File: src/hdl/csm_pkg.sv
// Shared widths, op codes and controller/datapath bundles for the stack machine.
`default_nettype none
package csm_pkg;
    localparam int DATA_W      = 31;
    localparam int LIM_W       = 30;
    localparam int OP_W        = 4;
    localparam int DEPTH_DEF   = 1024;
    localparam logic [LIM_W-1:0] LIMIT_RESET = 30'd1000000000;

    localparam logic [OP_W-1:0] OP_START = 4'd0;
    localparam logic [OP_W-1:0] OP_NUM   = 4'd1;
    localparam logic [OP_W-1:0] OP_POP   = 4'd2;
    localparam logic [OP_W-1:0] OP_INV   = 4'd3;
    localparam logic [OP_W-1:0] OP_DUP   = 4'd4;
    localparam logic [OP_W-1:0] OP_SWP   = 4'd5;
    localparam logic [OP_W-1:0] OP_ADD   = 4'd6;
    localparam logic [OP_W-1:0] OP_SUB   = 4'd7;
    localparam logic [OP_W-1:0] OP_MUL   = 4'd8;
    localparam logic [OP_W-1:0] OP_DIV   = 4'd9;
    localparam logic [OP_W-1:0] OP_MOD   = 4'd10;
    localparam logic [OP_W-1:0] OP_END   = 4'd11;

    typedef enum logic [2:0] {
        DP_NOP, DP_START, DP_PUSH_V, DP_PUSH_TOS, DP_POP, DP_INV, DP_SWP, DP_COMMIT
    } t_dp_op;

    typedef enum logic [2:0] {
        RS_SUM, RS_DIFF, RS_PROD, RS_QUO, RS_REM
    } t_res_sel;

    typedef struct packed {
        t_dp_op   op;
        t_res_sel sel;
        logic     set_err;
        logic     mul_go;
        logic     div_go;
        logic     nos_load;
        logic     out_load;
    } t_dp_cmd;

    typedef struct packed {
        logic empty;
        logic lt2;
        logic full;
        logic err;
        logic a_zero;
        logic add_ovf;
        logic sub_ovf;
        logic mul_ovf;
        logic div_done;
        logic out_busy;
    } t_dp_sts;
endpackage
`default_nettype wire

File: src/hdl/csm_ctrl.sv
// Controller: decodes instruction beats and sequences the datapath.
`default_nettype none
module csm_ctrl (
    input  wire logic                          i_clk,
    input  wire logic                          i_rst_n,
    input  wire logic                          i_in_valid,
    input  wire logic [csm_pkg::OP_W-1:0]      i_op,
    input  wire logic                          i_out_ready,
    input  wire csm_pkg::t_dp_sts              i_sts,
    output logic                               o_in_ready,
    output csm_pkg::t_dp_cmd                   o_cmd
);
    import csm_pkg::*;
    typedef enum logic [1:0] {S_IDLE, S_MUL, S_DIV, S_LD} t_state;

    t_state   r_state, n_state;
    t_res_sel r_dsel, n_dsel;
    logic     take;

    assign o_in_ready = (r_state == S_IDLE) &&
                        (!i_sts.out_busy || i_out_ready || i_op != OP_END);
    assign take = i_in_valid && o_in_ready;

    always_comb begin
        o_cmd   = '{op: DP_NOP, sel: RS_SUM, default: 1'b0};
        n_state = r_state;
        n_dsel  = r_dsel;
        unique case (r_state)
            S_IDLE: begin
                if (take) begin
                    if (i_op == OP_START) begin
                        o_cmd.op = DP_START;
                    end else if (i_op == OP_END) begin
                        o_cmd.out_load = 1'b1;
                    end else if (!i_sts.err) begin
                        unique case (i_op)
                            OP_NUM: begin
                                if (i_sts.full) o_cmd.set_err = 1'b1;
                                else o_cmd.op = DP_PUSH_V;
                            end
                            OP_POP: begin
                                if (i_sts.empty) o_cmd.set_err = 1'b1;
                                else begin
                                    o_cmd.op = DP_POP;
                                    n_state  = S_LD;
                                end
                            end
                            OP_INV: begin
                                if (i_sts.empty) o_cmd.set_err = 1'b1;
                                else o_cmd.op = DP_INV;
                            end
                            OP_DUP: begin
                                if (i_sts.empty || i_sts.full) o_cmd.set_err = 1'b1;
                                else o_cmd.op = DP_PUSH_TOS;
                            end
                            OP_SWP: begin
                                if (i_sts.lt2) o_cmd.set_err = 1'b1;
                                else o_cmd.op = DP_SWP;
                            end
                            OP_ADD, OP_SUB: begin
                                if (i_sts.lt2 ||
                                    (i_op == OP_ADD ? i_sts.add_ovf : i_sts.sub_ovf)) begin
                                    o_cmd.set_err = 1'b1;
                                end else begin
                                    o_cmd.op  = DP_COMMIT;
                                    o_cmd.sel = (i_op == OP_ADD) ? RS_SUM : RS_DIFF;
                                    n_state   = S_LD;
                                end
                            end
                            OP_MUL: begin
                                if (i_sts.lt2) o_cmd.set_err = 1'b1;
                                else begin
                                    o_cmd.mul_go = 1'b1;
                                    n_state      = S_MUL;
                                end
                            end
                            OP_DIV, OP_MOD: begin
                                if (i_sts.lt2 || i_sts.a_zero) o_cmd.set_err = 1'b1;
                                else begin
                                    o_cmd.div_go = 1'b1;
                                    n_dsel       = (i_op == OP_DIV) ? RS_QUO : RS_REM;
                                    n_state      = S_DIV;
                                end
                            end
                            default: ;
                        endcase
                    end
                end
            end
            S_MUL: begin
                if (i_sts.mul_ovf) begin
                    o_cmd.set_err = 1'b1;
                    n_state       = S_IDLE;
                end else begin
                    o_cmd.op  = DP_COMMIT;
                    o_cmd.sel = RS_PROD;
                    n_state   = S_LD;
                end
            end
            S_DIV: begin
                o_cmd.sel = r_dsel;
                if (i_sts.div_done) begin
                    o_cmd.op = DP_COMMIT;
                    n_state  = S_LD;
                end
            end
            S_LD: begin
                o_cmd.nos_load = 1'b1;
                n_state        = S_IDLE;
            end
            default: n_state = S_IDLE;
        endcase
    end

    always_ff @(posedge i_clk) begin
        if (!i_rst_n) begin
            r_state <= S_IDLE;
            r_dsel  <= RS_QUO;
        end else begin
            r_state <= n_state;
            r_dsel  <= n_dsel;
        end
    end
endmodule
`default_nettype wire

File: config.mk
export PLATFORM = sky130hd
export DESIGN_NAME = csm_ctrl
export DESIGN_NICKNAME = d
export VERILOG_FILES = /design/src/hdl/csm_pkg.sv /design/src/hdl/csm_ctrl.sv
export SDC_FILE = /design/constraint.sdc
export NUM_CORES = 1
export LEC_CHECK = 0
export ABC_CLOCK_PERIOD_IN_PS = 5620
export BUFFER_PORTS_ARGS = -buffer_cell sky130_fd_sc_hd__buf_2
export CORE_AREA = 2 2 41 43
export DETAILED_ROUTE_END_ITERATION = 8
export DIE_AREA = 0 0 43 45
export PLACE_DENSITY = 0.77
export SYNTH_ARGS = -nofsm -noshare
export SYNTH_HDL_FRONTEND = slang
export SYNTH_SLANG_ARGS = --single-unit
File: constraint.sdc
create_clock -name i_clk -period 5.62 [get_ports i_clk]
set_clock_uncertainty 0.1 [all_clocks]
set_input_delay 1.405 -clock i_clk [delete_from_list [all_inputs] [get_ports i_clk]]
set_output_delay 1.405 -clock i_clk [all_outputs]
set_load 0.02 [all_outputs]
# Word level (Yosys, flattened, before mapping)
# Cells that the tools add are included.
# word_totals
ff_bits,5
input_bits,18
out_inout_bits,12
word_cells,97
# classes
n_eq_ne,25
mux,50
bitwise_logic,4
reduce_logical,16
# ops
cell,n
$mux 9,3
$mux 2,13
$mux 3,7
$mux 1,18
$mux 6,3
$pmux 3 s6,1
$pmux 6 s3,1
$eq 4x3->1 const B,4
$eq 4x4->1 const B,4
$pmux 2 s4,2
$ne 3x3->1 const B,4
$ne 2x2->1 const B,5
$reduce_and 10->1,1
$eq 4x2->1 const B,2
$reduce_or 2->1,4
$reduce_and 7->1,1
$pmux 1 s6,1
$logic_or 1x1->1,5
$ne 5x1->1 const B,1
$eq 2x2->1 const B,2
$eq 4x1->1 const B,1
$logic_not 4->1,1
$ne 4x4->1 const B,1
$not 1->1,4
other kinds (5),6

# Longest topological paths before layout
# Gate-level depths: netlist of the first run.
# depth
depth_word,10
ltp_mapped,6
mapped_depth_nobuf,4

# Worst setup path after synthesis of the first run
# No wires, ideal clock.
# synth_timing
kind,input -> output
start,input i_op[0] (netlist bit)
end,output o_cmd[5] (netlist bit)
t_arrival_ns,3.085
t_required_ns,4.115
path_slack_ns,1.030
cell_stages,4
n_path_buf,1
path_cell_list,clkbuf_1 -> mux2_2 -> or2_2 -> o41ai_1
# synth_rtl
item,line_no,rtl
start: declaration,csm_ctrl.sv:7,"input wire logic [csm_pkg::OP_W-1:0] i_op,"
end: declaration,csm_ctrl.sv:11,output csm_pkg::t_dp_cmd o_cmd

==> results.yml, run 1 <==
floorplanning:
  dieHeight_um: 45
  start_util_pct: 46.6
  core_um2: 1470
  dieArea_um2: 1940
  rows: 14
  io_pins: 30
  die_x_um: 43
cts:
  cts_setup_buffers: 0
  hold_buffers: 0
  clk_pin_slew_ns: 0.03
  clock_latency_ns: 0.23
  root_buffer: "clkbuf_4"
  cts_resized: 0
  cts_tree: "built"
  cts_buffers: 3
  cts_sinks: 4
  cts_buffer_depth: 2
  htreeDepth: 1
global_route:
  antenna_found_initial: 0
  grt_remaining_overflow: 0
  grt_max_degree: 21
  grtUsageTotal_pct: 20.9
  grt_pass1_vias: 736
  grt_pass1_wl_um: 3080
yosys:
  ys_seq_area_share_pct: 11.7
  synthFlopType: "dfxtp_1"
  yosys-top-cells-count: "9 x nor2_1, 8 x o21ai_0, 7 x a21oi_1, 7 x clkbuf_1, 7 x nand2_1"
  synthMostInstantiatedCell: "nor2_1"
  syn_area_per_cell_um2: 6.59
  synth_top_area_share_pct: 11.7
  netlist_area_um2: 686
  synth_edf_count: 0
  ys_ff_latch: 4
  synth_cells: 104
  synthDistinctLibCells: 41
  async_flop_share_pct: 0
  netlist_top_cells_area: "dfxtp_1 12%, o21ai_0 5.8%, a21oi_1 5.1%, o41ai_1 5.1%, nor2_1 4.9%"
  ys_warn_count: 0
  syn-num-nets: 122
  yosysTopAreaCell: "dfxtp_1"
placed_design:
  dp_hpwl_um: 1410
  port_buffers: 29
  place_area_um2: 803
  place_congestion: 0.763
final_layout:
  diodes: 0
  areaGrowthSynthToFinish_pct: 20.4
  drive_gt1_share_pct: 31.0
  nNetsFinal: 146
  post-route-util_pct: 56.1
  fin_area_um2: 826
setup_path:
  cp-end-kind: "primary output"
  crit_slowest_cell: "o41ai_1"
  crit_arrival_ns: 3.05
  cp_cell_sequence: "buf_2, mux2_2, or2_2, o41ai_1, buf_2"
  crit_path_start_kind: "primary input"
  worstSetupPathType: "in2out"
  worst-path-max-fanout: 18
  max_stage_delay_ns: 0.44
  critical_path.most_common_cell: "buf_2"
  required_ns: 4.12
timing:
  hold_violations: 0
  finalCritPeriodShare_pct: 81.0
  max_freq_ghz: 0.220
  period_minus_slack_ns: 4.55
  rsz0062_at_grt: "no"
  worst_pin_slew_ns: 0.424
  fin_hold_ws_ns: 0.382
  relSlewSlack_pct: 71.0
  slew_viol_final: 0
  setup_tns_ns: 0
  setup_violations: 0
outcome:
  run_status: "finished, final reports clean"
worst_hold_path:
  hp-class: "reg2reg"
routing:
  drtIter0Drc: 22
  wl_per_cell_um: 13.0
  ant_nets: 0
  via_count: 838
  dr.pass1.iters: 4
  wl_um: 1840
  viasPerCell: 5.90
  drc: 0
pwr:
  p_per_area_nw_per_um2: 221
  total_power_uw: 182
  ir_worst_vdd_uv: 151
  p_leak_nw: 0.375
job:
  max_cap_viol_count: 0
sequential cells by signal (all words and copies together), names as in the netlist:
register / count
r_state: 2
r_dsel: 2
layout by cell type (no fill, tap or decap), types with 2 or more instances in the layout:
cell type / synthesis / final
nor2_1: 9 / 9
o21ai_0: 8 / 8
nor4_1: 2 / 2
or2_2: 2 / 2
buf_2: 2 / 29
nand2_1: 7 / 7
a21oi_1: 7 / 7
clkbuf_4: 0 / 3
nor3_1: 5 / 5
o31ai_1: 2 / 2
nand3b_1: 2 / 2
nand2b_1: 3 / 3
dfxtp_1: 4 / 4
and2_1: 3 / 3
nor2b_1: 3 / 3
a21o_1: 2 / 2
a221oi_1: 2 / 2
o41ai_1: 4 / 4
inv_1: 6 / 6
o21ai_1: 2 / 2
a22oi_1: 2 / 2
worst max-delay path: cells and delay by family:
family | cells | cell delay (ns)
multiplexers | 1 | 0.38
buffers and inverters | 2 | 0.52
AO/OA/AOI/OAI | 1 | 0.44
AND/OR/NAND/NOR | 1 | 0.30
logic make-up (layout without fill, tap and decap cells):
logic type / Yosys count / count (layout) / synth area share [%]
xor+xnor: 1 / 1 / 1.28
simple gates: 42 / 42 / 34.5
mux: 1 / 1 / 1.64
compound gates: 40 / 40 / 40.7
buf+inv: 16 / 38 / 10.2
flops: 4 / 4 / 11.7
power breakdown:
part           total (mW)  internal, mW  switching [mW]
logic               0.107        0.0428          0.0645
clock network      0.0337        0.0238         0.00999
registers          0.0415        0.0327         0.00875
total               0.182        0.0993          0.0832
routing by layer:
metal  part of all wire [%]  wire (um)  global-route usage, %  up-vias
met5                      0          0                      0        -
met4                   0.54         10                   10.9        0
met3                    4.9         90                   2.40        2
met2                     48        881                   35.5       22
met1                     47        862                   26.3      383
li1                       -          -                      -      431
through the flow:
stage,cells,setup WS (ns)
after floorplan,104,1.03
final,142,1.07
after global placement,139,1.17
after CTS,142,1.11
after detailed placement,139,1.14
after global routing,142,0.966
cell type report:
cell class	instances	area [um2]
timing repair buffer	29	145
tap	16	20.0
sequential	4	80.1
clock buffer	3	22.5
fill	168	646
inverter	6	22.5
multi-input combinational	84	536
final timing paths:
kind | slack [ns] | cells after the start | start | to
min reg2reg | 0.38 | 2 | r_dsel[2]$_SDFFE_PN0P_ | r_dsel[2]$_SDFFE_PN0P_
min | 0.38 | 2 | r_dsel[2]$_SDFFE_PN0P_ | r_dsel[2]$_SDFFE_PN0P_
max reg2reg | 3.59 | 4 | r_state[0]$_SDFFE_PN0P_ | r_dsel[1]$_SDFFE_PN1P_
max | 1.07 | 5 | i_op[0] | o_cmd[5]
(Power assumes the default switching activity.)
==> run 2, diff against run 1 <==
==> config.mk (replaced) <==
export PLATFORM = sky130hd
export DESIGN_NAME = csm_ctrl
export DESIGN_NICKNAME = d
export VERILOG_FILES = /design/src/hdl/csm_pkg.sv /design/src/hdl/csm_ctrl.sv
export SDC_FILE = /design/constraint.sdc
export NUM_CORES = 1
export LEC_CHECK = 0
export ABC_CLOCK_PERIOD_IN_PS = 4000
export BUFFER_PORTS_ARGS = -buffer_cell sky130_fd_sc_hd__buf_2
export CORE_AREA = 2 2 44 46
export DETAILED_ROUTE_END_ITERATION = 8
export DIE_AREA = 0 0 46 48
export PLACE_DENSITY = 0.71
export SYNTH_ARGS = -nofsm -noshare
export SYNTH_HDL_FRONTEND = slang
export SYNTH_SLANG_ARGS = --single-unit
==> constraint.sdc (replaced) <==
create_clock -name i_clk -period 4 [get_ports i_clk]
set_clock_uncertainty 0.1 [all_clocks]
set_input_delay 1 -clock i_clk [delete_from_list [all_inputs] [get_ports i_clk]]
set_output_delay 1 -clock i_clk [all_outputs]
set_load 0.02 [all_outputs]
==> run 2 against run 1 <==
Against the previous run:
- sequential cell count unchanged
- die area is 14% higher
- global-route usage down 3.0 points
==> results.yml, run 2 (same netlist as run 1, synthesis figures left out) <==
timing:
  setup_tns_ns: 0
  setup_violations: 0
  max_freq_ghz: 0.276
  relSlewSlack_pct: 68.2
  slew_viol_final: 0
  hold_violations: 0
  worst_pin_slew_ns: 0.465
  period_minus_slack_ns: 3.62
  rsz0062_at_grt: "no"
  finalCritPeriodShare_pct: 90.6
routing:
  viasPerCell: 5.84
  wl_per_cell_um: 13.5
  ant_nets: 0
  via_count: 841
  drc: 0
  dr.pass1.iters: 4
  wl_um: 1950
  drtIter0Drc: 20
placed_design:
  port_buffers: 29
  place_congestion: 0.877
  place_area_um2: 812
  dp_cells: 141
  dp_hpwl_um: 1510
cts:
  root_buffer: "clkbuf_4"
  cts_buffer_depth: 2
  hold_buffers: 0
  cts_setup_buffers: 0
  cts_sinks: 4
  clock_latency_ns: 0.23
  cts_buffers: 3
  cts_tree: "built"
  htreeDepth: 1
  clk_pin_slew_ns: 0.03
  cts_resized: 0
final_layout:
  drive_gt1_share_pct: 31.5
  final_common_cell: "buf_2"
  fin_area_um2: 835
  layout_common_cells: "29 x buf_2, 9 x nor2_1, 8 x o21ai_0"
  reg_top3: "r_dsel (2), r_state (2)"
  diodes: 0
  stdcell_count: 144
  post-route-util_pct: 49.4
  nNetsFinal: 147
  areaGrowthSynthToFinish_pct: 21.7
pwr:
  p_per_area_nw_per_um2: 311
  p_int_uw: 141
  p_sw_share_pct: 45.5
  clkPwrFrac_pct: 18.4
  ir_worst_vdd_uv: 225
  combPwrFrac_pct: 59.3
  pwr-share-seq_pct: 22.2
  p_sw_uw: 118
  p_leak_nw: 0.379
global_route:
  grt_pass1_vias: 660
  grt_pass1_wl_um: 2910
  grt_remaining_overflow: 0
  grt_max_degree: 21
  grtUsageTotal_pct: 18.0
  antenna_found_initial: 0
worst_hold_path:
  hp-class: "reg2reg"
floorplanning:
  core_um2: 1690
  start_util_pct: 40.6
  dieHeight_um: 48
  die_x_um: 46
  rows: 15
  dieArea_um2: 2210
  io_pins: 30
setup_path:
  crit_path_start_kind: "primary input"
  cp-end-kind: "primary output"
  crit_arrival_ns: 2.52
  worstSetupPathType: "in2out"
  required_ns: 2.90
  worst-path-max-fanout: 18
outcome:
  run_status: "finished, final reports clean"
job:
  max_cap_viol_count: 0
[run 2: changes by cell type in the layout (fill, tap and decap cells not counted), sizes merged]
cell / delta
buf: +1
[run 2: area by class of cell]
type	instances	area [um2]
Inverter	6	22.5
Multi-Input combinational cell	84	536
Sequential cell	4	80.1
Clock buffer	3	22.5
Fill cell	187	855
Timing Repair Buffer	30	153
Tap cell	17	21.3
[run 2: critical path, cell delays in order]
cell and delay (ns):
buf_2 0.26, mux2_2 0.38, or2_2 0.30, o41ai_1 0.35, buf_2 0.22
[run 2: final timing paths]
kind / cells past startpoint / from / endpoint / slack, ns
worst max-delay path: 5 / i_op[0] / o_cmd[5] / 0.38
worst min register to register: 2 / r_dsel[2]$_SDFFE_PN0P_ / r_dsel[2]$_SDFFE_PN0P_ / 0.38
worst max register to register: 5 / r_state[1]$_SDFFE_PN0P_ / r_dsel[1]$_SDFFE_PN1P_ / 2.11
worst min-delay path: 2 / r_dsel[2]$_SDFFE_PN0P_ / r_dsel[2]$_SDFFE_PN0P_ / 0.38
[run 2: layer usage]
layer	up-vias	wire, um	track usage, %	share of wire (%)
met1	378	892	25.3	46
li1	434	-	-	-
met3	0	113	1.89	5.8
met4	0	0	6.86	0
met2	29	945	28.1	48
met5	-	0	0	0
[run 2: power groups by stage]
stage | combinational [mW] | sequential [mW] | clock, mW
6_report | 0.154 | 0.0577 | 0.0478
5_1_grt | 0.168 | 0.0590 | 0.0525
4_1_cts | 0.154 | 0.0574 | 0.0514
3_5_place_dp | 0.153 | 0.0580 | 0
3_3_place_gp | 0.151 | 0.0578 | 0
2_1_floorplan | 0.122 | 0.0485 | 0
[run 2: stage by stage]
step | worst slack [ns] | hold slack [ns] | power (mW)
final | 0.376 | 0.378 | 0.260
after global routing | 0.280 | 0.411 | 0.280
after CTS | 0.385 | 0.384 | 0.263
after detailed placement | 0.387 | 0.376 | 0.211
after global placement | 0.433 | 0.372 | 0.209
after floorplan | 0.220 | 0.350 | 0.171
